$ cat config.mk
export PLATFORM = sky130hd
export DESIGN_NAME = http_request_head_parser_core
export DESIGN_NICKNAME = d
export VERILOG_FILES = /design/src/hdl/hrhp_pkg.sv /design/src/hdl/http_request_head_parser_core.sv /design/src/hdl/hrhp_front.sv /design/src/hdl/hrhp_fifo.sv /design/src/hdl/hrhp_back.sv
export SDC_FILE = /design/constraint.sdc
export NUM_CORES = 1
export LEC_CHECK = 0
export ABC_AREA = 1
export BUFFER_PORTS_ARGS = -buffer_cell sky130_fd_sc_hd__buf_2
export CORE_ASPECT_RATIO = 0.5
export CORE_MARGIN = 2
export CORE_UTILIZATION = 60
export CTS_BUF_LIST = sky130_fd_sc_hd__clkbuf_4 sky130_fd_sc_hd__clkbuf_8
export DETAILED_ROUTE_END_ITERATION = 10
export GPL_ROUTABILITY_DRIVEN = 0
export PLACE_DENSITY_LB_ADDON = 0.05
export SYNTH_ARGS = -nofsm -noshare
export SYNTH_HDL_FRONTEND = slang
export SYNTH_SLANG_ARGS = --single-unit
$ cat constraint.sdc
create_clock -name clk -period 8.8 [get_ports clk]
set_input_delay 0.88 -clock clk [delete_from_list [all_inputs] [get_ports clk]]
set_output_delay 0.88 -clock clk [all_outputs]
set_load 0.01 [all_outputs]
$ cat src/hdl/hrhp_pkg.sv
// Shared types, codes and constants for the HTTP request head parser.
`timescale 1ns / 1ps
`default_nettype none
package hrhp_pkg;

    localparam int FIFO_DEPTH_DEF = 4;

    localparam int DATA_W  = 8;
    localparam int TDATA_W = 16;
    localparam int KIND_W  = 2;
    localparam int ST_W    = 2;

    // item kinds
    localparam logic [KIND_W-1:0] KIND_METHOD = 2'd0;
    localparam logic [KIND_W-1:0] KIND_PATH   = 2'd1;
    localparam logic [KIND_W-1:0] KIND_STATUS = 2'd2;

    // status codes
    localparam logic [ST_W-1:0] ST_OK        = 2'd0;
    localparam logic [ST_W-1:0] ST_BAD       = 2'd1;
    localparam logic [ST_W-1:0] ST_VERSION   = 2'd2;
    localparam logic [ST_W-1:0] ST_MALFORMED = 2'd3;

    // characters
    localparam logic [7:0] CH_NUL   = 8'h00;
    localparam logic [7:0] CH_TAB   = 8'h09;
    localparam logic [7:0] CH_LF    = 8'h0A;
    localparam logic [7:0] CH_CR    = 8'h0D;
    localparam logic [7:0] CH_SPACE = 8'h20;
    localparam logic [7:0] CH_DOT   = 8'h2E;
    localparam logic [7:0] CH_ZERO  = 8'h30;
    localparam logic [7:0] CH_NINE  = 8'h39;
    localparam logic [7:0] CH_COLON = 8'h3A;

    localparam logic [3:0] VCOUNT_MIN = 4'd9;
    localparam int         PREFIX_LAST = 4;

    typedef enum logic [3:0] {
        PH_SKIP      = 4'd0,
        PH_METHOD    = 4'd1,
        PH_GAP1      = 4'd2,
        PH_PATH      = 4'd3,
        PH_GAP2      = 4'd4,
        PH_PREFIX    = 4'd5,
        PH_MAJ_FIRST = 4'd6,
        PH_MAJ       = 4'd7,
        PH_MIN_FIRST = 4'd8,
        PH_MIN       = 4'd9,
        PH_TAIL      = 4'd10,
        PH_DONE      = 4'd11,
        PH_SINK      = 4'd12
    } phase_t;

    // one queued command: an optional text item, then an optional status item
    typedef struct packed {
        logic              has_text;
        logic [KIND_W-1:0] text_kind;
        logic [DATA_W-1:0] text_byte;
        logic              has_status;
        logic [ST_W-1:0]   status;
        logic              minor_is_one;
    } cmd_t;

    // "HTTP/" by position
    function automatic logic [7:0] prefix_char(input logic [2:0] pos);
        logic [7:0] c;
        case (pos)
            3'd0:    c = 8'h48;
            3'd1:    c = 8'h54;
            3'd2:    c = 8'h54;
            3'd3:    c = 8'h50;
            3'd4:    c = 8'h2F;
            default: c = 8'h00;
        endcase
        return c;
    endfunction

    // decimal digit append, saturating at 3
    function automatic logic [1:0] sat_digit(input logic [1:0] m, input logic [3:0] d);
        logic [1:0] v;
        if (m != 2'd0 || d > 4'd3)
            v = 2'd3;
        else
            v = d[1:0];
        return v;
    endfunction

endpackage
`default_nettype wire

$ cat src/hdl/http_request_head_parser_core.sv
// Top level of the HTTP request head parser: front end, command queue, output stage.
// Throughput: one head byte per cycle until the command queue fills; a last byte that
//   is also a method or path byte yields two output transfers (text, then status).
// Path: a byte's command is written into the queue when the byte transfers, then loaded
//   into the output register once that register is empty or finishing its command.
// Reset: rst_n asynchronous, active low; parser returns to line-break skip, queue empties.
`timescale 1ns / 1ps
`default_nettype none
module http_request_head_parser_core
#(
    parameter int FIFO_DEPTH = hrhp_pkg::FIFO_DEPTH_DEF
)
(
    input  wire logic                         clk,
    input  wire logic                         rst_n,
    input  wire logic                         s_tvalid,
    output logic                              s_tready,
    input  wire logic [hrhp_pkg::DATA_W-1:0]  s_tdata,   // [7:0] data_byte
    input  wire logic                         s_tlast,   // end_of_head
    output logic                              m_tvalid,
    input  wire logic                         m_tready,
    output logic [hrhp_pkg::TDATA_W-1:0]      m_tdata,   // [7:0] text_byte, [9:8] head_status,
                                                         // [10] minor_is_one, [15:11] zero
    output logic [hrhp_pkg::KIND_W-1:0]       m_tuser,   // [1:0] item_kind
    output logic                              m_tlast    // run_last
);

    hrhp_pkg::cmd_t push_cmd;
    hrhp_pkg::cmd_t pop_cmd;
    logic           cmd_push;
    logic           cmd_pop;
    logic           fifo_full;
    logic           fifo_empty;

    hrhp_front u_front
    (
        .clk       (clk),
        .rst_n     (rst_n),
        .s_tvalid  (s_tvalid),
        .s_tready  (s_tready),
        .s_tdata   (s_tdata),
        .s_tlast   (s_tlast),
        .fifo_full (fifo_full),
        .cmd_push  (cmd_push),
        .cmd       (push_cmd)
    );

    hrhp_fifo #(.DEPTH(FIFO_DEPTH)) u_fifo
    (
        .clk       (clk),
        .rst_n     (rst_n),
        .push      (cmd_push),
        .push_data (push_cmd),
        .pop       (cmd_pop),
        .pop_data  (pop_cmd),
        .full      (fifo_full),
        .empty     (fifo_empty)
    );

    hrhp_back u_back
    (
        .clk        (clk),
        .rst_n      (rst_n),
        .fifo_data  (pop_cmd),
        .fifo_empty (fifo_empty),
        .cmd_pop    (cmd_pop),
        .m_tvalid   (m_tvalid),
        .m_tready   (m_tready),
        .m_tdata    (m_tdata),
        .m_tuser    (m_tuser),
        .m_tlast    (m_tlast)
    );

`ifndef ASSERT_OFF
    a_no_push_full: assert property (@(posedge clk) disable iff (!rst_n)
        cmd_push |-> !fifo_full)
        else $error("command pushed into full queue");

    a_no_pop_empty: assert property (@(posedge clk) disable iff (!rst_n)
        cmd_pop |-> !fifo_empty)
        else $error("command popped from empty queue");

    a_last_is_status: assert property (@(posedge clk) disable iff (!rst_n)
        m_tvalid |-> (m_tlast == (m_tuser == hrhp_pkg::KIND_STATUS)))
        else $error("tlast does not match status item");

    a_last_byte_pushes: assert property (@(posedge clk) disable iff (!rst_n)
        (s_tvalid && s_tready && s_tlast) |-> (cmd_push && push_cmd.has_status))
        else $error("last byte did not queue a status");
`endif

endmodule
`default_nettype wire

$ cat src/hdl/hrhp_front.sv
// Front end: accepts head bytes, runs the request line and header checks, emits commands.
`timescale 1ns / 1ps
`default_nettype none
module hrhp_front
(
    input  wire logic                        clk,
    input  wire logic                        rst_n,
    input  wire logic                        s_tvalid,
    output logic                             s_tready,
    input  wire logic [hrhp_pkg::DATA_W-1:0] s_tdata,
    input  wire logic                        s_tlast,
    input  wire logic                        fifo_full,
    output logic                             cmd_push,
    output hrhp_pkg::cmd_t                   cmd
);

    localparam logic [1:0] HL_START    = 2'd0;
    localparam logic [1:0] HL_HEADER   = 2'd1;
    localparam logic [1:0] HL_CONT     = 2'd2;
    localparam logic [1:0] HL_AFTER_LF = 2'd3;

    hrhp_pkg::phase_t phase_reg, phase_step, phase_next, phase_w;
    logic [2:0] prefix_reg, prefix_step, prefix_next;
    logic [1:0] major_reg, major_step, major_next;
    logic [1:0] minor_reg, minor_step, minor_next;
    logic [3:0] vcount_reg, vcount_step, vcount_next;
    logic [1:0] ferr_reg, ferr_step, ferr_next;
    logic       seen_reg, seen_step, seen_next;
    logic [1:0] hls_reg, hls_step, hls_next;
    logic       colon_reg, colon_step, colon_next;
    logic       hfail_reg, hfail_step, hfail_next;
    logic       first_reg, first_next;

    logic       accept;
    logic       active;
    logic       sp;
    logic       dig;
    logic [3:0] dval;
    logic       ver_bad_cur;
    logic       has_text;
    logic [1:0] final_st;

    assign accept      = s_tvalid && s_tready;
    assign s_tready    = !fifo_full;
    assign sp          = (s_tdata == hrhp_pkg::CH_SPACE) || (s_tdata == hrhp_pkg::CH_TAB);
    assign dig         = (s_tdata >= hrhp_pkg::CH_ZERO) && (s_tdata <= hrhp_pkg::CH_NINE);
    assign dval        = 4'(s_tdata - hrhp_pkg::CH_ZERO);
    assign ver_bad_cur = (major_reg != 2'd1) || (minor_reg > 2'd1);
    assign phase_w     = (phase_reg == hrhp_pkg::PH_SKIP) ? hrhp_pkg::PH_METHOD : phase_reg;
    assign active      = !(first_reg && s_tdata == hrhp_pkg::CH_NUL)
                         && !(phase_reg == hrhp_pkg::PH_SINK
                              && ferr_reg == hrhp_pkg::ST_MALFORMED)
                         && !(phase_reg == hrhp_pkg::PH_SKIP
                              && (s_tdata == hrhp_pkg::CH_CR || s_tdata == hrhp_pkg::CH_LF));

    // next state for one byte
    always_comb
    begin
        hrhp_pkg::phase_t vph;
        logic [2:0]       vpos;
        phase_step  = phase_reg;
        prefix_step = prefix_reg;
        major_step  = major_reg;
        minor_step  = minor_reg;
        vcount_step = vcount_reg;
        ferr_step   = ferr_reg;
        seen_step   = seen_reg;
        hls_step    = hls_reg;
        colon_step  = colon_reg;
        hfail_step  = hfail_reg;
        vph         = phase_w;
        vpos        = prefix_reg;
        if (first_reg && s_tdata == hrhp_pkg::CH_NUL)
        begin
            ferr_step  = hrhp_pkg::ST_MALFORMED;
            phase_step = hrhp_pkg::PH_SINK;
        end
        else if (active)
        begin
            phase_step = phase_w;
            // header lines
            if (s_tdata == hrhp_pkg::CH_NUL)
                hfail_step = 1'b1;
            if (!seen_reg)
            begin
                if (s_tdata == hrhp_pkg::CH_LF)
                begin
                    seen_step = 1'b1;
                    hls_step  = HL_START;
                end
            end
            else
            begin
                case (hls_reg)
                    HL_HEADER:
                    begin
                        if (s_tdata == hrhp_pkg::CH_COLON)
                            colon_step = 1'b1;
                        if (s_tdata == hrhp_pkg::CH_LF)
                        begin
                            if (!colon_reg)
                                hfail_step = 1'b1;
                            hls_step = HL_AFTER_LF;
                        end
                    end
                    HL_CONT:
                    begin
                        if (s_tdata == hrhp_pkg::CH_LF)
                            hls_step = HL_AFTER_LF;
                    end
                    default:
                    begin
                        if (hls_reg == HL_AFTER_LF && sp)
                            hls_step = HL_CONT;
                        else if (s_tdata == hrhp_pkg::CH_LF)
                        begin
                            hfail_step = 1'b1;
                            hls_step   = HL_AFTER_LF;
                        end
                        else
                        begin
                            colon_step = (s_tdata == hrhp_pkg::CH_COLON);
                            hls_step   = HL_HEADER;
                        end
                    end
                endcase
            end
            if (vcount_reg != 4'd0 && vcount_reg < hrhp_pkg::VCOUNT_MIN)
                vcount_step = vcount_reg + 4'd1;
            // request line
            if (phase_w == hrhp_pkg::PH_GAP2 && !sp)
            begin
                prefix_step = 3'd0;
                vcount_step = 4'd1;
                vph         = hrhp_pkg::PH_PREFIX;
                vpos        = 3'd0;
                phase_step  = hrhp_pkg::PH_PREFIX;
            end
            unique case (vph)
                hrhp_pkg::PH_METHOD:
                    if (sp)
                        phase_step = hrhp_pkg::PH_GAP1;
                hrhp_pkg::PH_GAP1:
                    if (!sp)
                        phase_step = hrhp_pkg::PH_PATH;
                hrhp_pkg::PH_PATH:
                    if (sp)
                        phase_step = hrhp_pkg::PH_GAP2;
                hrhp_pkg::PH_PREFIX:
                begin
                    if (vpos > 3'(hrhp_pkg::PREFIX_LAST)
                        || s_tdata != hrhp_pkg::prefix_char(vpos))
                    begin
                        ferr_step  = hrhp_pkg::ST_BAD;
                        phase_step = hrhp_pkg::PH_SINK;
                    end
                    else if (vpos == 3'(hrhp_pkg::PREFIX_LAST))
                        phase_step = hrhp_pkg::PH_MAJ_FIRST;
                    else
                        prefix_step = vpos + 3'd1;
                end
                hrhp_pkg::PH_MAJ_FIRST:
                begin
                    if (dig)
                    begin
                        major_step = hrhp_pkg::sat_digit(2'd0, dval);
                        phase_step = hrhp_pkg::PH_MAJ;
                    end
                    else
                    begin
                        ferr_step  = hrhp_pkg::ST_BAD;
                        phase_step = hrhp_pkg::PH_SINK;
                    end
                end
                hrhp_pkg::PH_MAJ:
                begin
                    if (dig)
                        major_step = hrhp_pkg::sat_digit(major_reg, dval);
                    else if (s_tdata == hrhp_pkg::CH_DOT)
                        phase_step = hrhp_pkg::PH_MIN_FIRST;
                    else
                    begin
                        ferr_step  = hrhp_pkg::ST_BAD;
                        phase_step = hrhp_pkg::PH_SINK;
                    end
                end
                hrhp_pkg::PH_MIN_FIRST:
                begin
                    if (dig)
                    begin
                        minor_step = hrhp_pkg::sat_digit(2'd0, dval);
                        phase_step = hrhp_pkg::PH_MIN;
                    end
                    else
                    begin
                        ferr_step  = hrhp_pkg::ST_BAD;
                        phase_step = hrhp_pkg::PH_SINK;
                    end
                end
                hrhp_pkg::PH_MIN, hrhp_pkg::PH_TAIL:
                begin
                    if (vph == hrhp_pkg::PH_MIN && dig)
                        minor_step = hrhp_pkg::sat_digit(minor_reg, dval);
                    else if (vph == hrhp_pkg::PH_MIN && ver_bad_cur)
                    begin
                        ferr_step  = hrhp_pkg::ST_VERSION;
                        phase_step = hrhp_pkg::PH_SINK;
                    end
                    else if (s_tdata == hrhp_pkg::CH_CR || s_tdata == hrhp_pkg::CH_SPACE)
                        phase_step = hrhp_pkg::PH_TAIL;
                    else if (s_tdata == hrhp_pkg::CH_LF)
                        phase_step = hrhp_pkg::PH_DONE;
                    else
                    begin
                        ferr_step  = hrhp_pkg::ST_BAD;
                        phase_step = hrhp_pkg::PH_SINK;
                    end
                end
                default:
                    ;
            endcase
        end
    end

    // commit or return to reset values after the last byte
    always_comb
    begin
        if (s_tlast)
        begin
            phase_next  = hrhp_pkg::PH_SKIP;
            prefix_next = 3'd0;
            major_next  = 2'd0;
            minor_next  = 2'd0;
            vcount_next = 4'd0;
            ferr_next   = hrhp_pkg::ST_OK;
            seen_next   = 1'b0;
            hls_next    = HL_START;
            colon_next  = 1'b0;
            hfail_next  = 1'b0;
            first_next  = 1'b1;
        end
        else
        begin
            phase_next  = phase_step;
            prefix_next = prefix_step;
            major_next  = major_step;
            minor_next  = minor_step;
            vcount_next = vcount_step;
            ferr_next   = ferr_step;
            seen_next   = seen_step;
            hls_next    = hls_step;
            colon_next  = colon_step;
            hfail_next  = hfail_step;
            first_next  = 1'b0;
        end
    end

    // outputs
    always_comb
    begin
        has_text = active
                   && (((phase_w == hrhp_pkg::PH_METHOD || phase_w == hrhp_pkg::PH_PATH)
                        && !sp)
                       || (phase_w == hrhp_pkg::PH_GAP1 && !sp));
        if (ferr_step == hrhp_pkg::ST_MALFORMED)
            final_st = hrhp_pkg::ST_MALFORMED;
        else if (phase_step == hrhp_pkg::PH_SKIP || phase_step == hrhp_pkg::PH_METHOD
                 || phase_step == hrhp_pkg::PH_GAP1 || phase_step == hrhp_pkg::PH_PATH
                 || phase_step == hrhp_pkg::PH_GAP2)
            final_st = hrhp_pkg::ST_BAD;
        else if (vcount_step < hrhp_pkg::VCOUNT_MIN)
            final_st = hrhp_pkg::ST_BAD;
        else if (ferr_step != hrhp_pkg::ST_OK)
            final_st = ferr_step;
        else if (phase_step == hrhp_pkg::PH_MIN
                 && (major_step != 2'd1 || minor_step > 2'd1))
            final_st = hrhp_pkg::ST_VERSION;
        else if (phase_step != hrhp_pkg::PH_DONE)
            final_st = hrhp_pkg::ST_BAD;
        else if (hfail_step || !seen_step || hls_step == HL_HEADER || hls_step == HL_CONT)
            final_st = hrhp_pkg::ST_BAD;
        else
            final_st = hrhp_pkg::ST_OK;

        cmd.has_text     = has_text;
        cmd.text_kind    = (phase_w == hrhp_pkg::PH_METHOD) ? hrhp_pkg::KIND_METHOD
                                                            : hrhp_pkg::KIND_PATH;
        cmd.text_byte    = s_tdata;
        cmd.has_status   = s_tlast;
        cmd.status       = final_st;
        cmd.minor_is_one = (final_st == hrhp_pkg::ST_OK) && (minor_step == 2'd1);
        cmd_push         = accept && (has_text || s_tlast);
    end

    always_ff @(posedge clk or negedge rst_n)
    begin
        if (!rst_n)
        begin
            phase_reg  <= hrhp_pkg::PH_SKIP;
            prefix_reg <= 3'd0;
            major_reg  <= 2'd0;
            minor_reg  <= 2'd0;
            vcount_reg <= 4'd0;
            ferr_reg   <= hrhp_pkg::ST_OK;
            seen_reg   <= 1'b0;
            hls_reg    <= HL_START;
            colon_reg  <= 1'b0;
            hfail_reg  <= 1'b0;
            first_reg  <= 1'b1;
        end
        else if (accept)
        begin
            phase_reg  <= phase_next;
            prefix_reg <= prefix_next;
            major_reg  <= major_next;
            minor_reg  <= minor_next;
            vcount_reg <= vcount_next;
            ferr_reg   <= ferr_next;
            seen_reg   <= seen_next;
            hls_reg    <= hls_next;
            colon_reg  <= colon_next;
            hfail_reg  <= hfail_next;
            first_reg  <= first_next;
        end
    end

endmodule
`default_nettype wire

$ cat src/hdl/hrhp_fifo.sv
// Command queue between the front end and the output stage.
`timescale 1ns / 1ps
`default_nettype none
module hrhp_fifo
#(
    parameter int DEPTH = hrhp_pkg::FIFO_DEPTH_DEF
)
(
    input  wire logic           clk,
    input  wire logic           rst_n,
    input  wire logic           push,
    input  wire hrhp_pkg::cmd_t push_data,
    input  wire logic           pop,
    output hrhp_pkg::cmd_t      pop_data,
    output logic                full,
    output logic                empty
);

    localparam int PTR_W = (DEPTH > 1) ? $clog2(DEPTH) : 1;
    localparam int CNT_W = $clog2(DEPTH + 1);

    hrhp_pkg::cmd_t   mem_reg [DEPTH];
    logic [PTR_W-1:0] wr_ptr_reg, wr_ptr_next;
    logic [PTR_W-1:0] rd_ptr_reg, rd_ptr_next;
    logic [CNT_W-1:0] count_reg, count_next;

    assign full     = (count_reg == CNT_W'(DEPTH));
    assign empty    = (count_reg == '0);
    assign pop_data = mem_reg[rd_ptr_reg];

    always_comb
    begin
        wr_ptr_next = wr_ptr_reg;
        rd_ptr_next = rd_ptr_reg;
        count_next  = count_reg;
        if (push)
            wr_ptr_next = (wr_ptr_reg == PTR_W'(DEPTH - 1)) ? '0 : wr_ptr_reg + PTR_W'(1);
        if (pop)
            rd_ptr_next = (rd_ptr_reg == PTR_W'(DEPTH - 1)) ? '0 : rd_ptr_reg + PTR_W'(1);
        if (push && !pop)
            count_next = count_reg + CNT_W'(1);
        else if (pop && !push)
            count_next = count_reg - CNT_W'(1);
    end

    always_ff @(posedge clk)
    begin
        if (push)
            mem_reg[wr_ptr_reg] <= push_data;
    end

    always_ff @(posedge clk or negedge rst_n)
    begin
        if (!rst_n)
        begin
            wr_ptr_reg <= '0;
            rd_ptr_reg <= '0;
            count_reg  <= '0;
        end
        else
        begin
            wr_ptr_reg <= wr_ptr_next;
            rd_ptr_reg <= rd_ptr_next;
            count_reg  <= count_next;
        end
    end

endmodule
`default_nettype wire

$ cat src/hdl/hrhp_back.sv
// Output stage: unpacks queued commands into result transfers.
`timescale 1ns / 1ps
`default_nettype none
module hrhp_back
(
    input  wire logic                         clk,
    input  wire logic                         rst_n,
    input  wire hrhp_pkg::cmd_t               fifo_data,
    input  wire logic                         fifo_empty,
    output logic                              cmd_pop,
    output logic                              m_tvalid,
    input  wire logic                         m_tready,
    output logic [hrhp_pkg::TDATA_W-1:0]      m_tdata,
    output logic [hrhp_pkg::KIND_W-1:0]       m_tuser,
    output logic                              m_tlast
);

    hrhp_pkg::cmd_t cur_reg, cur_next;
    logic           valid_reg, valid_next;
    logic           text_done_reg, text_done_next;
    logic           emit_text;
    logic           xfer;
    logic           finish;
    logic           load;

    assign emit_text = cur_reg.has_text && !text_done_reg;
    assign xfer      = valid_reg && m_tready;
    assign finish    = xfer && !(emit_text && cur_reg.has_status);
    assign load      = !valid_reg || finish;
    assign cmd_pop   = load && !fifo_empty;

    always_comb
    begin
        cur_next       = cur_reg;
        valid_next     = valid_reg;
        text_done_next = text_done_reg;
        if (load)
        begin
            cur_next       = fifo_data;
            valid_next     = !fifo_empty;
            text_done_next = 1'b0;
        end
        else if (xfer)
            text_done_next = 1'b1;
    end

    always_comb
    begin
        m_tvalid = valid_reg;
        if (emit_text)
        begin
            m_tuser = cur_reg.text_kind;
            m_tdata = {{(hrhp_pkg::TDATA_W - hrhp_pkg::DATA_W){1'b0}}, cur_reg.text_byte};
            m_tlast = 1'b0;
        end
        else
        begin
            m_tuser = hrhp_pkg::KIND_STATUS;
            m_tdata = {{(hrhp_pkg::TDATA_W - hrhp_pkg::DATA_W - hrhp_pkg::ST_W - 1){1'b0}},
                       cur_reg.minor_is_one, cur_reg.status, {hrhp_pkg::DATA_W{1'b0}}};
            m_tlast = 1'b1;
        end
    end

    always_ff @(posedge clk)
    begin
        cur_reg <= cur_next;
    end

    always_ff @(posedge clk or negedge rst_n)
    begin
        if (!rst_n)
        begin
            valid_reg     <= 1'b0;
            text_done_reg <= 1'b0;
        end
        else
        begin
            valid_reg     <= valid_next;
            text_done_reg <= text_done_next;
        end
    end

endmodule
`default_nettype wire
; ---- Word-level counts from Yosys, hierarchy flattened
; Memories as Yosys holds them, arrays and structs flattened. A register that Yosys moved wholly into a read port is not among the register bits.
; Index checks and enable logic that the tools add are counted.
[op_classes]
mux = 118
n_reduce_logical = 76
magnitude_cmp = 8
n_addsub = 7
n_eq_ne = 49
[op_table]
columns = op, count
row1 = 4-bit two-way mux, 22
row2 = 2-bit two-way mux, 42
row3 = 3-bit two-way mux, 14
row4 = 4-bit one-hot mux with 8 select lines, 1
row5 = 1-bit two-way mux, 29
row6 = 7-bit one-hot mux with 4 select lines, 1
row7 = 1-bit logical AND, 25
row8 = "4-bit by 2-bit == test with 1-bit output, second input constant", 6
row9 = "8-bit by 4-bit == test with 1-bit output, second input constant", 3
row10 = "8-bit by 6-bit == test with 1-bit output, second input constant", 3
row11 = 8-bit two-way mux, 3
row12 = "4-bit by 3-bit == test with 1-bit output, second input constant", 5
row13 = "4-bit == test, second input constant", 5
row14 = 1-bit logical OR, 19
row15 = "2-bit == test, second input constant", 7
row16 = 2-bit nonzero test, 7
row17 = "4-bit by 1-bit == test with 1-bit output, second input constant", 3
row18 = 1-bit logical NOT, 12
row19 = 11-bit two-way mux, 1
row20 = "8-bit by 6-bit >= comparator with 1-bit output, second input constant", 1
row21 = "8-bit by 6-bit <= comparator with 1-bit output, second input constant", 1
row22 = 4-bit logical NOT, 2
row23 = 8-bit logical NOT, 1
row24 = "4-bit less-than comparator, second input constant", 2
row25 = other kinds (27), 43
[totals]
ram_bits = 56
register_bits = 34
elab_cells = 276
output_inout_bits = 21
n_memories = 1
in_bits = 13
[mem_list]
columns = memory, words, word_bits, rd, rd_clocked_by_memory_dff, wr, line_no
row1 = u_fifo.mem_reg, 4, 14, 1, 1, 1, hrhp_fifo.sv:22  ; hrhp_pkg::cmd_t mem_reg [DEPTH];

; ---- Depth between registers and ports, before layout
[logic_depth]
depth_word = 28
depth_mapped = 24
depth_no_buf = 24

; ---- By module
; From an unflattened synthesis, not the netlist that was laid out.
[unflattened]
hier_cells = 699
hier_area_um2 = 6178.4
[modules_own_cells]
columns = module, cells_each, area_per_inst_um2, seq_area_each_um2, n_inst
row1 = hrhp_fifo, 227, 2861.5, 1976.9, 1
row2 = hrhp_front, 408, 2572.5, 576.8, 1
row3 = hrhp_back, 64, 744.5, 500.5, 1

; ---- Least setup slack after synthesis
; No wires, ideal clock.
[synth_path]
kind = input-to-reg
start = input s_tdata[7] in the netlist's numbering
end = memory u_fifo.mem_reg[0][0] in the netlist's numbering, data pin
arrival_ns = 3.079
required_ns = 8.542
path_stages = 21
slack_ns = 5.463
path_buffers = 0
cell_sequence = inv_1 -> nand2_2 -> nor2_4 -> nand2_1 -> nand3_4 -> nand2_1 -> ha_1 -> inv_1 -> o21ai_0 -> a21oi_1 -> nand3_2 -> nor2_4 -> nand4_1 -> nand2_1 -> nand2_1 -> nand2_1 -> nand2_1 -> a21oi_2 -> nand2_1 -> nand2_1 -> nor2_2
[synth_lines]
columns = item, line_no
row1 = from (decl), http_request_head_parser_core.sv:18  ; input wire logic [hrhp_pkg::DATA_W-1:0] s_tdata,
row2 = to (decl), hrhp_fifo.sv:22

==> results.md <==
Outcome:
- The run finished with clean final reports.

Logic synthesis:
- Synthesis inferred 102 register bits.
- The number of distinct library cells after synthesis is 44.
- After technology mapping, the gate count stands at 640.
- For this run, the register share of the synthesized area comes to 0.515.
- During synthesis, Yosys emitted a total of 0 warnings.
- The largest total area in the synthesized netlist belongs to sky130_fd_sc_hd__edfxtp_1.
- After synthesis, the cell types taking the most area are sky130_fd_sc_hd__edfxtp_1 37%, sky130_fd_sc_hd__dfrtp_1 14%, sky130_fd_sc_hd__nand2_1 6.8%.
- Yosys mapped a number of flops with a built-in enable equal to 70.
- The fraction of post-synthesis cell area in the top cell type by area is 0.373.
- The predominant post-synthesis flop cell is sky130_fd_sc_hd__edfxtp_1.
- After synthesis, the mean cell area works out to 8.81 µm².
- The mapped netlist covers 0.00564 mm².
- Of all flip-flops after synthesis, the portion carrying an async set or reset was 0.314.

Clocking:
- The clock latency at the later pin of the worst-skew pair is 0.37 ns.
- The buffer type at the clock tree root is sky130_fd_sc_hd__clkbuf_8.
- The number of buffers added for setup after CTS is 0.
- The CTS tree is done.
- Clock tree synthesis found a total of 102 sinks.
- In this run, post-CTS repair resized a total of 0 instances.
- Clock-pin slew was measured on the worst setup and hold paths at 0.10 ns.
- TritonCTS created 9 clock buffers.
- The number of hold-repair buffers added at the cts stage is 0.
- No sink is reached through more buffers than the 2 on the longest clock path.
- The H-tree depth is 3.

STA:
- The number of failing hold endpoints at the final stage is 0.
- The worst clock skew is 0.0121 ns.
- The number of max-slew violations in the final report is 0.
- The final number of setup-violating endpoints is 0.
- The total negative slack is 0 ns.
- The period utilization is 0.433.
- The normalized max-slew margin is 0.363.
- After layout, the worst setup slack is 4.99 ns.
- The highest attainable clock frequency is 263 MHz.
- The minimum clock period is 3.81 ns.
- For the pin with the worst max-slew slack, the measured transition is 0.955 ns.
- Setup repair after global routing left no endpoint under its margin.

Placed design:
- The minimum setup slack after placement is 4.69 ns.
- The cell area after placement is 0.00588 mm².
- The wire-length estimate of the detail-placed layout is 8890 µm.
- The number of placed instances, taps included, is 776.
- The count of buffers inserted at the top-level ports is 28.

Critical path:
- In this design, the critical path's most frequently occurring cell is sky130_fd_sc_hd__nand2_1.
- The critical path goes through buf_2 -> inv_1 -> nand2_2 -> nor2_1 -> nand2_2 -> nand3_4 -> nand2_1 -> ha_1 -> inv_1 -> o21ai_0 -> a21oi_1 -> nand3_2 -> nor2_4 -> nand4_1 -> nand2_1 -> nand2_1 -> nand2_2 -> nand3_1 -> a21oi_2 -> nand2_1 -> nand2_1 -> nor2_2.
- The startpoint type of the worst setup path is an input port.
- The largest individual stage delay along the critical path comes from the cell sky130_fd_sc_hd__ha_1.
- The top fanout value on the critical path is 8.
- Measured in cells, the most critical reg-to-reg path has a length of 22.
- At the worst endpoint, the arrival time is 3.93 ns.
- The critical path endpoint category is a register.
- The required time at the endpoint of the critical path is 8.93 ns.
- The worst setup path is of the in -> reg kind.
- The startpoint identified for the worst register-to-register timing path is u_front.phase_reg[3].
- The source of the critical timing path is s_tdata[7].
- In this design, the stage delay of the slowest critical-path cell is 0.31 ns.
- The reg-to-reg endpoint is u_fifo.mem_reg[1][0].
- The worst setup path endpoint is u_fifo.mem_reg[1][0].
- For flop-to-flop paths, the worst setup slack is 5.29 ns.

Detailed routing:
- The first-pass detailed-route iteration total is 5.
- Dividing the detail-routed via count by the number of cells gives 5.59.
- In the routed design, unresolved DRC markers number 0.
- The detailed router's first-iteration violation count is 379.
- The count of nets left with antenna violations after detail routing is 0.
- The average routed wire per standard cell is 15.7 µm.
- The final wirelength is 12400 µm.
- The number of vias in the routed layout is 4427.

Run:
- The number of violations of the max-capacitance limit is 0.

GRT:
- The global routing's busiest layer is met2.
- The number of global-route vias before repair is 4088.
- For met3 alone, demand over resource in global routing was 0.0554.
- Entering global routing, the biggest net connects 33 pins.
- Across every metal layer, demand over resource in global routing totals 0.260.
- For this run the aggregate overflow at the end of global routing stands at 0.
- The met1 capacity usage during global routing is 0.381.
- The met2 usage is 0.405.
- The first-pass GRT wire length is 20300 µm.
- The initial antenna violation count is 0.

Final layout:
- 0 antenna diodes ended up in the layout.
- The library cells used most frequently in the layout, excluding fill and tap cells, are 102 x sky130_fd_sc_hd__nand2_1, 95 x sky130_fd_sc_hd__nor2_1, 85 x sky130_fd_sc_hd__inv_1.
- The count of cells in the finished layout, fillers not included, comes to 792.
- The finished cells cover 0.00606 mm².
- Leaving out fill and tap cells, the most frequent cell in the layout is sky130_fd_sc_hd__nand2_1.
- For this run, the post-layout net count is 700.
- The area growth from synthesis to layout is 7.52%.
- Of the cells placed in the final design, the portion with a size suffix greater than 1 is 0.156.
- The flip-flop count of the largest register, all copies and words added is 56.

Floorplan:
- The initial core utilization is 0.632.
- From bottom edge to top edge, the die measures 72.5 µm.
- The number of I/O pins is 34.
- The die area is 0.0102 mm².
- The core region is 0.00892 mm².
- In this run the core area contains 24 standard-cell rows.
- The die is 141 µm wide.

Pwr:
- IR analysis of the VDD net gives a maximum drop of 0.127 mV.
- The leakage power of the design is 0.00267 µW.
- Dividing total power by cell area gives a power density of 281 mW/mm².
- Summing internal, switching and leakage power gives 1700 µW.

Worst hold path:
- Counting instances, the worst hold path has a depth of 1.
- The worst hold path belongs to the class reg -> reg.
critical path: cells and delay by family:
family          cells  cell delay [ns]
fa+ha+maj           1             0.31
simple gates       15             1.94
compound gates      3             0.44
buf+inv             3             0.36
final cells by class:
class                   instances  area [µm²]
clock buffers                   9         124
clock inverters                 7        52.6
fillers                       738        2860
inverters                      96         360
multi-input cells             428        2300
flip-flops and latches        102        2900
well taps                     117         146
repair buffers                 33         178
per-layer routing:
metal,routed length (µm),part of all wire,vias up
met1,6160,0.50,2057
met4,106,0.0085,0
met2,5320,0.43,180
met5,0,0,-
li1,-,-,2180
met3,818,0.066,10
worst min path at each step:
stage	slack, ns	from	end
after floorplan	0.47	u_fifo.count_reg[2]	u_fifo.count_reg[2]
after CTS	0.52	u_fifo.count_reg[2]	u_fifo.count_reg[2]
after global placement	0.49	u_fifo.count_reg[2]	u_fifo.count_reg[2]
after detailed placement	0.50	u_fifo.count_reg[2]	u_fifo.count_reg[2]
final	0.52	u_fifo.count_reg[2]	u_fifo.count_reg[2]
after global routing	0.56	u_back.text_done_reg	u_back.text_done_reg
metrics by stage:
| stage | utilization | hold slack [ns] |
|---|---|---|
| 2_1_floorplan | - | 0.470 |
| 3_3_place_gp | 0.660 | 0.493 |
| 3_5_place_dp | 0.660 | 0.502 |
| 4_1_cts | 0.680 | 0.516 |
| 5_1_grt | 0.680 | 0.556 |
| 6_report | 0.680 | 0.518 |
cells in the mapped netlist (all sizes together), types with 2 or more instances:
library cell,n
nor2,107
nand4,9
nor3,6
inv,96
clkbuf,11
o21ai,64
buf,7
edfxtp,70
o211ai,4
nor4,2
nand3,23
a211oi,2
a21oi,24
ha,16
xnor2,2
dfrtp,31
nand2,122
xor2,2
o22ai,29
where the power goes:
group	internal, µW	switching, µW
registers	672	78.8
clock network	106	166
logic	224	455
total	1000	699
kinds of logic (layout without fill, tap and decap cells):
group	Yosys count	after routing	synth area share
DFF	102	102	0.515
adders and majority gates	17	17	0.0391
and+or+nand+nor	272	272	0.226
AOI/OAI and AO/OA	129	129	0.129
muxes	1	1	0.00200
xor gates and xnor gates	4	4	0.00622
other	1	5	0.000665
buffers and inverters	114	145	0.0812
Note: power is estimated with default switching activity, not from simulation.
